File: config.mk
export PLATFORM = sky130hd
export DESIGN_NAME = dust_level_smoother_top
export DESIGN_NICKNAME = d
export VERILOG_FILES = /design/src/hw/rtl/dls_pkg.sv /design/src/hw/rtl/dls_serial_div.sv /design/src/hw/rtl/dust_level_smoother_top.sv
export SDC_FILE = /design/constraint.sdc
export NUM_CORES = 1
export LEC_CHECK = 0
export BUFFER_PORTS_ARGS = -buffer_cell sky130_fd_sc_hd__buf_2
export CAP_MARGIN = 5
export CORE_MARGIN = 5
export CORE_UTILIZATION = 58
export CTS_CLUSTER_SIZE = 30
export DETAILED_ROUTE_END_ITERATION = 7
export GPL_TIMING_DRIVEN = 0
export PLACE_DENSITY = 0.75
export RECOVER_POWER = 50
export SYNTH_ARGS = -nofsm -noshare
export SYNTH_HDL_FRONTEND = slang
export SYNTH_SLANG_ARGS = --single-unit
File: constraint.sdc
create_clock -name clk_i -period 8.9 [get_ports clk_i]
set_input_delay 1.78 -clock clk_i [delete_from_list [all_inputs] [get_ports clk_i]]
set_output_delay 1.78 -clock clk_i [all_outputs]
set_load 0.01 [all_outputs]
File: src/hw/rtl/dls_pkg.sv
// Shared types and constants for the dust level smoother.
// No dependencies; imported by every module of the block.
package dls_pkg;

  localparam int SAMPLE_BITS       = 10;
  localparam int DEF_WINDOW_DEPTH  = 12;
  localparam int LEVEL_BITS        = 12;
  localparam int IVL_BITS          = 5;
  localparam int CFG_IDX_BITS      = 3;
  localparam int CLASS_BITS        = 2;

  localparam int SCALE_MUL         = 3500;
  localparam int SCALE_SHIFT       = 10;
  localparam int MUL_BITS          = SAMPLE_BITS + 12;
  localparam int TGT_RAW_BITS      = MUL_BITS - SCALE_SHIFT;
  localparam int STEP_DIV          = 10;
  localparam int FAR_STEP          = 12;
  localparam int FAR_DEC           = FAR_STEP / 2 + 1;

  localparam logic [LEVEL_BITS-1:0] LEVEL_MAX      = '1;
  localparam logic [LEVEL_BITS-1:0] RST_FAIR       = 12'd110;
  localparam logic [LEVEL_BITS-1:0] RST_BAD        = 12'd210;
  localparam logic [LEVEL_BITS-1:0] RST_CEILING    = 12'd532;
  localparam logic [LEVEL_BITS-1:0] RST_FAR_LIMIT  = 12'd100;
  localparam logic [IVL_BITS-1:0]   RST_NEAR_IVL   = 5'd20;
  localparam logic [IVL_BITS-1:0]   RST_FAR_IVL    = 5'd7;

  localparam logic [CLASS_BITS-1:0] CLASS_GOOD = 2'd0;
  localparam logic [CLASS_BITS-1:0] CLASS_FAIR = 2'd1;
  localparam logic [CLASS_BITS-1:0] CLASS_BAD  = 2'd2;

  typedef enum logic [CFG_IDX_BITS-1:0] {
    REG_FAIR_THR  = 3'd0,
    REG_BAD_THR   = 3'd1,
    REG_CEILING   = 3'd2,
    REG_FAR_LIMIT = 3'd3,
    REG_NEAR_IVL  = 3'd4,
    REG_FAR_IVL   = 3'd5
  } dls_reg_e;

  typedef struct packed {
    logic                   sample_valid;
    logic [SAMPLE_BITS-1:0] sample;
  } dls_in_t;

  typedef struct packed {
    logic [SAMPLE_BITS-1:0] average;
    logic [LEVEL_BITS-1:0]  dust_level;
    logic [CLASS_BITS-1:0]  air_class;
    logic                   level_updated;
  } dls_out_t;

  typedef struct packed {
    logic start;
    logic by_ten;
  } dls_div_req_t;

endpackage

File: src/hw/rtl/dls_serial_div.sv
// Restoring divider, one quotient bit per cycle, divisor is the window depth or ten.
// Depends on dls_pkg.
module dls_serial_div
  import dls_pkg::*;
#(
  parameter int WINDOW_DEPTH = DEF_WINDOW_DEPTH,
  parameter int DW           = 14
) (
  input  logic          clk_i,
  input  logic          rst_ni,
  input  dls_div_req_t  req_i,
  input  logic [DW-1:0] dividend_i,
  output logic          done_o,
  output logic [DW-1:0] quotient_o
);

  localparam int DMAX = (WINDOW_DEPTH > STEP_DIV) ? WINDOW_DEPTH : STEP_DIV;
  localparam int VW   = $clog2(DMAX + 1);
  localparam int CW   = $clog2(DW + 1);

  logic [VW-1:0] divisor_q;
  logic [VW-1:0] rem_q;
  logic [DW-1:0] num_q;
  logic [CW-1:0] cnt_q;
  logic          busy_q;
  logic          done_q;

  logic [VW:0]   trial;
  logic          fits;

  assign trial = {rem_q, num_q[DW-1]};
  assign fits  = trial >= {1'b0, divisor_q};

  always_ff @(posedge clk_i or negedge rst_ni) begin
    if (!rst_ni) begin
      busy_q <= 1'b0;
      done_q <= 1'b0;
      cnt_q  <= '0;
    end else begin
      done_q <= 1'b0;
      if (req_i.start) begin
        busy_q <= 1'b1;
        cnt_q  <= CW'(DW);
      end else if (busy_q) begin
        cnt_q <= cnt_q - 1'b1;
        if (cnt_q == CW'(1)) begin
          busy_q <= 1'b0;
          done_q <= 1'b1;
        end
      end
    end
  end

  always_ff @(posedge clk_i) begin
    if (req_i.start) begin
      num_q     <= dividend_i;
      rem_q     <= '0;
      divisor_q <= req_i.by_ten ? VW'(STEP_DIV) : VW'(WINDOW_DEPTH);
    end else if (busy_q) begin
      rem_q <= fits ? VW'(trial - {1'b0, divisor_q}) : trial[VW-1:0];
      num_q <= {num_q[DW-2:0], fits};
    end
  end

  assign done_o     = done_q;
  assign quotient_o = num_q;

endmodule

File: src/hw/rtl/dust_level_smoother_top.sv
// Dust level smoother: sample window, running sum, serial average and display stepping.
// Depends on dls_pkg and dls_serial_div.
//
// One transaction is taken at a time. A tick without a display update runs the sum
// update and then a divider pass for the average (SW = sum width, 14 at the default depth),
// the serial divider producing one average bit per cycle. A tick that runs the display
// update adds a shift-add multiply, the compare states S_CMP_DN and S_CMP_UP and at
// most one divider pass for the step size, since a near downward step never passes
// the target. The result sits in an output register, so the next transaction can be
// taken while it waits.
module dust_level_smoother_top
  import dls_pkg::*;
#(
  parameter int WINDOW_DEPTH = DEF_WINDOW_DEPTH
) (
  input  logic                    clk_i,
  input  logic                    rst_ni,
  input  logic                    in_valid_i,
  output logic                    in_stall_o,
  input  dls_in_t                 in_data_i,
  output logic                    out_valid_o,
  input  logic                    out_stall_i,
  output dls_out_t                out_data_o,
  input  logic                    cfg_valid_i,
  output logic                    cfg_ready_o,
  input  logic [CFG_IDX_BITS-1:0] cfg_index_i,
  input  logic [LEVEL_BITS-1:0]   cfg_data_i
);

  localparam int SW = SAMPLE_BITS + $clog2(WINDOW_DEPTH);
  localparam int DW = (SW > LEVEL_BITS) ? SW : LEVEL_BITS;

  typedef enum logic [3:0] {
    S_IDLE, S_SUM, S_AVG, S_MUL, S_CMP_DN, S_DIV_DN, S_CMP_UP, S_DIV_UP, S_FIN
  } state_e;

  state_e state_q;

  logic [LEVEL_BITS-1:0]  fair_q, bad_q, ceil_q, far_lim_q;
  logic [IVL_BITS-1:0]    near_ivl_q, far_ivl_q;

  logic [SAMPLE_BITS-1:0] window_q [WINDOW_DEPTH];
  logic [SW-1:0]          sum_q;
  logic [IVL_BITS-1:0]    tick_q, ivl_q;
  logic [LEVEL_BITS-1:0]  level_q, target_q;
  logic                   fire_q;
  logic [SAMPLE_BITS-1:0] avg_q;
  logic [MUL_BITS-1:0]    acc_q, addend_q;
  logic [SAMPLE_BITS-1:0] mul_sh_q;
  logic                   out_valid_q;
  dls_out_t               out_q;

  logic                   in_acc;
  logic [SAMPLE_BITS-1:0] incoming;
  logic [IVL_BITS:0]      tick_next;
  logic [LEVEL_BITS-1:0]  dn_diff, up_diff;
  logic                   dn_far, up_far;
  dls_div_req_t           div_req;
  logic [DW-1:0]          div_num;
  logic                   div_done;
  logic [DW-1:0]          div_q;
  logic [LEVEL_BITS-1:0]  gap, dec;
  logic [LEVEL_BITS:0]    up_sum;
  logic [TGT_RAW_BITS-1:0] tgt_raw;
  logic [CLASS_BITS-1:0]  cls;

  assign in_stall_o  = state_q != S_IDLE;
  assign in_acc      = in_valid_i && !in_stall_o;
  assign cfg_ready_o = 1'b1;
  assign incoming    = in_data_i.sample_valid ? in_data_i.sample : '0;
  assign tick_next   = {1'b0, tick_q} + 1'b1;

  assign dn_diff = level_q - target_q;
  assign up_diff = target_q - level_q;
  assign dn_far  = dn_diff > far_lim_q;
  assign up_far  = up_diff > far_lim_q;
  assign tgt_raw = acc_q[MUL_BITS-1:SCALE_SHIFT];

  // step size from the divider result, or the fixed far step
  assign gap    = LEVEL_BITS'(div_q) + 1'b1;
  assign dec    = (state_q == S_CMP_DN) ? LEVEL_BITS'(FAR_DEC) : (gap >> 1) + 1'b1;
  assign up_sum = {1'b0, level_q} +
                  ((state_q == S_CMP_UP) ? (LEVEL_BITS + 1)'(FAR_STEP) : {1'b0, gap});

  always_comb begin
    div_req = '0;
    div_num = DW'(sum_q);
    case (state_q)
      S_SUM: div_req.start = 1'b1;
      S_CMP_DN: begin
        if (level_q > target_q && !dn_far) begin
          div_req = '{start: 1'b1, by_ten: 1'b1};
          div_num = DW'(dn_diff);
        end
      end
      S_CMP_UP: begin
        if (level_q < target_q && !up_far) begin
          div_req = '{start: 1'b1, by_ten: 1'b1};
          div_num = DW'(up_diff);
        end
      end
      default: ;
    endcase
  end

  always_comb begin
    if (level_q > bad_q)       cls = CLASS_BAD;
    else if (level_q > fair_q) cls = CLASS_FAIR;
    else                       cls = CLASS_GOOD;
  end

  dls_serial_div #(
    .WINDOW_DEPTH (WINDOW_DEPTH),
    .DW           (DW)
  ) u_div (
    .clk_i      (clk_i),
    .rst_ni     (rst_ni),
    .req_i      (div_req),
    .dividend_i (div_num),
    .done_o     (div_done),
    .quotient_o (div_q)
  );

  always_ff @(posedge clk_i or negedge rst_ni) begin
    if (!rst_ni) begin
      fair_q     <= RST_FAIR;
      bad_q      <= RST_BAD;
      ceil_q     <= RST_CEILING;
      far_lim_q  <= RST_FAR_LIMIT;
      near_ivl_q <= RST_NEAR_IVL;
      far_ivl_q  <= RST_FAR_IVL;
    end else if (cfg_valid_i && cfg_ready_o) begin
      case (dls_reg_e'(cfg_index_i))
        REG_FAIR_THR:  fair_q     <= cfg_data_i;
        REG_BAD_THR:   bad_q      <= cfg_data_i;
        REG_CEILING:   ceil_q     <= cfg_data_i;
        REG_FAR_LIMIT: far_lim_q  <= cfg_data_i;
        REG_NEAR_IVL:  near_ivl_q <= cfg_data_i[IVL_BITS-1:0];
        REG_FAR_IVL:   far_ivl_q  <= cfg_data_i[IVL_BITS-1:0];
        default: ;
      endcase
    end
  end

  always_ff @(posedge clk_i or negedge rst_ni) begin
    if (!rst_ni) begin
      for (int i = 0; i < WINDOW_DEPTH; i++) window_q[i] <= '0;
    end else if (in_acc) begin
      for (int i = 0; i < WINDOW_DEPTH - 1; i++) window_q[i] <= window_q[i+1];
      window_q[WINDOW_DEPTH-1] <= incoming;
    end
  end

  always_ff @(posedge clk_i) begin
    case (state_q)
      S_AVG: begin
        acc_q    <= '0;
        addend_q <= MUL_BITS'(SCALE_MUL);
        mul_sh_q <= div_q[SAMPLE_BITS-1:0];
      end
      S_MUL: begin
        if (mul_sh_q[0]) acc_q <= acc_q + addend_q;
        addend_q <= addend_q << 1;
        mul_sh_q <= mul_sh_q >> 1;
      end
      default: ;
    endcase
  end

  always_ff @(posedge clk_i or negedge rst_ni) begin
    if (!rst_ni) begin
      state_q     <= S_IDLE;
      sum_q       <= '0;
      tick_q      <= '0;
      ivl_q       <= '0;
      level_q     <= '0;
      target_q    <= '0;
      fire_q      <= 1'b0;
      avg_q       <= '0;
      out_valid_q <= 1'b0;
      out_q       <= '0;
    end else begin
      if (state_q == S_FIN && (!out_valid_q || !out_stall_i)) begin
        out_valid_q <= 1'b1;
      end else if (out_valid_q && !out_stall_i) begin
        out_valid_q <= 1'b0;
      end
      case (state_q)
        S_IDLE: begin
          if (in_acc) begin
            sum_q   <= sum_q - SW'(window_q[0]) + SW'(incoming);
            fire_q  <= tick_next > {1'b0, ivl_q};
            tick_q  <= (tick_next > {1'b0, ivl_q}) ? '0 : tick_next[IVL_BITS-1:0];
            state_q <= S_SUM;
          end
        end
        S_SUM: state_q <= S_AVG;
        S_AVG: begin
          if (div_done) begin
            avg_q   <= div_q[SAMPLE_BITS-1:0];
            state_q <= fire_q ? S_MUL : S_FIN;
          end
        end
        S_MUL: begin
          if (mul_sh_q == '0) begin
            target_q <= (tgt_raw > TGT_RAW_BITS'(ceil_q)) ? ceil_q
                                                          : LEVEL_BITS'(tgt_raw);
            state_q  <= S_CMP_DN;
          end
        end
        S_CMP_DN: begin
          if (level_q > target_q) begin
            if (dn_far) begin
              ivl_q   <= far_ivl_q;
              level_q <= (dec > level_q) ? '0 : level_q - dec;
              state_q <= S_CMP_UP;
            end else begin
              ivl_q   <= near_ivl_q;
              state_q <= S_DIV_DN;
            end
          end else begin
            state_q <= S_CMP_UP;
          end
        end
        S_DIV_DN: begin
          if (div_done) begin
            level_q <= (dec > level_q) ? '0 : level_q - dec;
            state_q <= S_CMP_UP;
          end
        end
        S_CMP_UP: begin
          if (level_q < target_q) begin
            if (up_far) begin
              ivl_q   <= far_ivl_q;
              level_q <= up_sum[LEVEL_BITS] ? LEVEL_MAX : up_sum[LEVEL_BITS-1:0];
              state_q <= S_FIN;
            end else begin
              ivl_q   <= near_ivl_q;
              state_q <= S_DIV_UP;
            end
          end else begin
            state_q <= S_FIN;
          end
        end
        S_DIV_UP: begin
          if (div_done) begin
            level_q <= up_sum[LEVEL_BITS] ? LEVEL_MAX : up_sum[LEVEL_BITS-1:0];
            state_q <= S_FIN;
          end
        end
        S_FIN: begin
          if (!out_valid_q || !out_stall_i) begin
            out_q.average       <= avg_q;
            out_q.dust_level    <= level_q;
            out_q.air_class     <= cls;
            out_q.level_updated <= fire_q;
            state_q             <= S_IDLE;
          end
        end
        default: state_q <= S_IDLE;
      endcase
    end
  end

  assign out_valid_o = out_valid_q;
  assign out_data_o  = out_q;

endmodule

======== After elaboration in Yosys (flattened, before gate mapping) ========
Index checks and enable logic that the tools add are counted.
Widths: inputs -> output; s select.
word-level totals
  flip-flop bits (word level) ............. 349
  bits of input ports ..................... 31
  output and inout port bits .............. 28
  logic and storage cells ................. 179
operators by class
  add/sub/neg operators ................... 12
  $lt $le $gt $ge ......................... 10
  equal/unequal tests ..................... 25
  muxes and demuxes ....................... 58
  reductions and logical operators ........ 34
operators with widths
  cell                   number
  $mux 12                11
  $pmux 22 s2            2
  $gt 12x12->1           7
  $mux 14                4
  $mux 4                 13
  $pmux 12 s4            1
  $pmux 4 s9             1
  $sub 12x12->12         3
  $pmux 14 s2            1
  $mux 5                 5
  $add 22x22->22         1
  $mux 22                1
  $reduce_and 2->1       11
  $pmux 10 s2            1
  $eq 4x3->1 const B     4
  $add 14x10->14         1
  $sub 14x10->14         1
  $add 12x12->13         1
  $add 11x1->12 const B  1
  $add 12x1->12 const B  1
  $lt 12x12->1           1
  $ne 2x1->1 const B     6
  $logic_not 10->1       1
  $mux 10                1
  28 further kinds       59

======== Logic depth before layout (Yosys ltp) ========
  word-level depth ........................ 8
  depth in mapped cells ................... 23
  gate-level depth less buffers ........... 22

======== Hierarchy ========
Synthesis repeated with hierarchy kept, for this count alone.
second synthesis, totals
  cell total of the unflattened synthesis .. 2106
  area, all modules ....................... 19658.9 um2
modules (own cells, without submodules)
  module                   instances  cells each  area an instance (um2)  seq. area each (um2)
  dust_level_smoother_top  1          2010        18401.4                 8207.9
  dls_serial_div           1          96          1257.5                  710.7

======== Worst setup path after synthesis ========
Ideal clock, no wire load.
  path type ............................... input -> register
  start ................................... input port in_data_i[10] in the netlist's numbering
  end ..................................... register sum_q[13]
  setup time .............................. 0.131 ns
  arrival time ............................ 4.360 ns
  required time ........................... 8.769 ns
  setup slack ............................. 4.409 ns
  cell stages on the path ................. 13
  path buffers ............................ 1
  path through ............................ clkbuf_1 > nand2_1 > fa_1 > inv_1 > ha_1 > a21oi_1 > o2111ai_1 > a221o_1 > a31oi_1 > o21ai_0 > xnor2_1 > o21ai_0 > o31ai_1
on the way
  cells in the longest elaborated chain, start to end .. 2
RTL lines
  what                  RTL line                        source
  from (decl)           dust_level_smoother_top.sv:20   input dls_in_t in_data_i,
  $mux 10               dust_level_smoother_top.sv:70   assign incoming = in_data_i.sample_valid ? in_data_i.sample : '0;
  $add 14x10->14        dust_level_smoother_top.sv:191  sum_q <= sum_q - SW'(window_q[0]) + SW'(incoming);
  to (signal assigned)  dust_level_smoother_top.sv:191
  to (decl)             dust_level_smoother_top.sv:43   logic [SW-1:0] sum_q;
Every way passes these cells.
A chain may end at the register's enable or synchronous reset.

==> run_results.csv <==
group,metric,value,unit
final_layout,drive_above_1_share,16.9,%
synthesis,yosys_register_bits,343,
timing,worst_pin_slew,2.76,ns
setup_path,reg2reg_to,"u_div.quotient_o[3]$_DFFE_PP_",
power,pwr-share-seq,28.2,%
setup_path,worstPathArrival,6.00,ns
final_layout,fin_nets,2175,
clocking,cts_buffers,38,
timing,period_share,66.6,%
setup_path,cp_top_family,"buffers and inverters",
detailed_routing,num_vias,14200,
placed_design,hpwlAfterDp,34400,µm
placed_design,place_congestion,0.930,
worst_hold_path,min_to,"u_div.rem_q[3]$_SDFFE_PP0P_",
clocking,clockRootBuffer,"clkbuf_16",
timing,timing.fmax,0.169,GHz
power,p_sw,0.00395,W
placed_design,post-place-ws,3.34,ns
setup_path,r2r-start,"level_q[1]$_DFFE_PN0P_",
synthesis,ys.flop_type,"dfrtp_1",
setup_path,cp.required,8.96,ns
synthesis,synth_area,0.0196,mm²
final_layout,finalInstanceArea,0.0216,mm²
timing,fin_setup_tns,0,ns
synthesis,synth_cell_types,83,
detailed_routing,post-route-drc-count,0,
setup_path,worst_path_max_delay_cell,"clkbuf_2",
detailed_routing,wl_per_cell,18.6,µm
detailed_routing,drt_pass1_iterations,5,
global_routing,grt_antenna_before_repair,0,
job,maxCapViolCount,3,
floorplanning,die_width,194,µm
synthesis,synth_edf_count,66,
power,p_sw_share,43.2,%
timing,setup_ws,2.97,ns
final_layout,antenna_cells,0,
final_layout,utilization,64.6,%
clocking,postCtsResizedCells,0,
synthesis,yosys.area.top_type,"dfrtp_1",
placed_design,io_buffers,56,
floorplanning,boundaryPins,59,
setup_path,critical_path_class,"in -> async",
power,leakage,10.1,nW
status,violations,"capacitance limit, slew limit",
synthesis,synthesis.instances,1877,
synthesis,synth_common_cells,"253 x dfrtp_1, 207 x nand2_1, 169 x mux2_2, 151 x ha_1, 136 x inv_1",
global_routing,grt_pass1_wl,74900,µm
synthesis,async_flop_share,79.6,%
power,total_power,0.00915,W
synthesis,yosysWarnings,0,
clocking,post_cts_buffers,0,
power,p_clk_share,16.2,%
synthesis,syn_area_per_cell,10.4,µm²
timing,rsz0062_at_grt,"false",
worst_hold_path,hold_start,"u_div.rem_q[3]$_SDFFE_PP0P_",
synthesis,synth_top_area_share,32.3,%
setup_path,cp_num_cells,2,
detailed_routing,drt_iter0_drc,909,
timing,skew,0.0256,ns
global_routing,track_usage,24.3,%
floorplanning,die_h,194,µm
worst_hold_path,worstHoldPathCells,2,
status,status,"complete, but fails checks",
setup_path,cp_max_fo,110,
setup_path,rrSetupSlack,3.28,ns
placed_design,place_area,0.0205,mm²
floorplanning,dieArea,0.0375,mm²
clocking,htreeDepth,2,
global_routing,grt_overflow,0,
worst_hold_path,hp-class,"reg -> reg",
global_routing,grt_pass1_vias,14200,
timing,min_period,5.93,ns
clocking,clk_path_buf_depth,3,
setup_path,reg2regPathDepth,18,
power,p_comb_share,55.6,%
setup_path,startpoint_type,"input pin",
global_routing,grt_max_degree,111,
timing,drv_slew,278,
synthesis,ys_seq_area_share,45.5,%
final_layout,syn_to_final_growth,10.4,%
setup_path,path_cells,"clkbuf_1 -> clkbuf_2",
clocking,cts.sinks,343,
clocking,worstSkewPairLatency,0.55,ns
floorplanning,core,0.0334,mm²
power,power_per_cell_area,423,mW/mm²
timing,slew_headroom,-84.2,%
timing,setup_violations,0,
timing,finalHoldViolations,0,
power,internal_power,0.00520,W
synthesis,yosysMostFrequentCell,"dfrtp_1",
synthesis,syn-num-nets,2075,
setup_path,slowest_delay,2.13,ns
clocking,ctsHoldBuffers,0,
clocking,cts_tree,"built",
setup_path,cp-end-kind,"asynchronous set/reset pin",
power,ir_drop,0.239,mV
detailed_routing,viasPerCell,5.79,
setup_path,cp.buffers_inverters,2,
clocking,cts.clk_slew.worst_paths,0.06,ns
detailed_routing,wirelength,45600,µm
floorplanning,initial_utilization,58.6,%
floorplanning,num_rows,67,
synthesis,ys_top_cells_by_area,"dfrtp_1 32%, edfxtp_1 10%, mux2_2 9.7%",
detailed_routing,antenna_left,0,
-- cell usage in the layout (no fill, tap or decap), drive strengths merged, types with 42 or more instances in the layout --
cell    count
a21oi      87
buf        74
clkbuf    118
dfrtp     253
edfxtp     66
ha        151
inv       139
mux2      171
nand2     207
nor2      100
o21ai     135
xnor2      42
-- cells by family after synthesis --
group                    Yosys count  synth area share, %
adder cells (fa/ha/maj)          167                 11.3
AND/OR/NAND/NOR                  512                 12.5
XOR/XNOR                          74                 3.31
AO/OA/AOI/OAI                    376                 12.1
multiplexers                     194                 11.0
buffers and inverters            210                 4.32
other                              1               0.0191
flip-flops                       343                 45.5
-- per-stage QoR --
stage	hold WS, ns	instances
after floorplan	0.432	1877
after global placement	0.444	2381
after detailed placement	0.462	2384
after CTS	0.470	2453
after global routing	0.501	2454
final	0.465	2454
-- layer usage --
metal	share of wire [%]	GRT usage (%)
met5	0	0
met4	3.1	7.45
met3	5.5	3.56
met2	47	39.9
met1	44	33.9
-- how the worst max path moves through the flow --
stage / from / endpoint / slack [ns]
final: rst_ni / bad_q[8]$_DFFE_PN0P_ / 2.97
after global routing: rst_ni / out_data_o[5]$_DFFE_PN0P_ / 1.85
after CTS: level_q[1]$_DFFE_PN0P_ / u_div.quotient_o[3]$_DFFE_PP_ / 3.34
after detailed placement: level_q[1]$_DFFE_PN0P_ / u_div.quotient_o[3]$_DFFE_PP_ / 3.34
after global placement: rst_ni / out_data_o[1]$_DFFE_PN0P_ / 1.19
after floorplan: in_data_i[10] / sum_q[13]$_DFFE_PN0P_ / 4.41
-- sequential cells by signal, summed over array words and instances (netlist names), 14 cells and up --
signal / cells
window_q: 120
acc_q: 20
out_data_o: 25
sum_q: 14
u_div.quotient_o: 14
addend_q: 20
-- power by group through the flow --
stage | clock network [W] | registers (W) | logic [W]
after floorplan | 0 | 0.00246 | 0.00387
after global routing | 0.00159 | 0.00264 | 0.00567
after detailed placement | 0 | 0.00261 | 0.00502
after CTS | 0.00151 | 0.00258 | 0.00506
after global placement | 0 | 0.00258 | 0.00486
final | 0.00148 | 0.00258 | 0.00508
-- layout make-up --
class | count | area (µm²)
fillers | 2614 | 11800
well taps | 448 | 561
flip-flops and latches | 343 | 8920
inverters | 138 | 523
plain buffers | 72 | 322
clock inverters | 9 | 73.8
clock buffers | 60 | 1100
multi-input cells | 1324 | 9820
repair buffers | 60 | 295
Note: power is estimated with default switching activity, not from simulation.
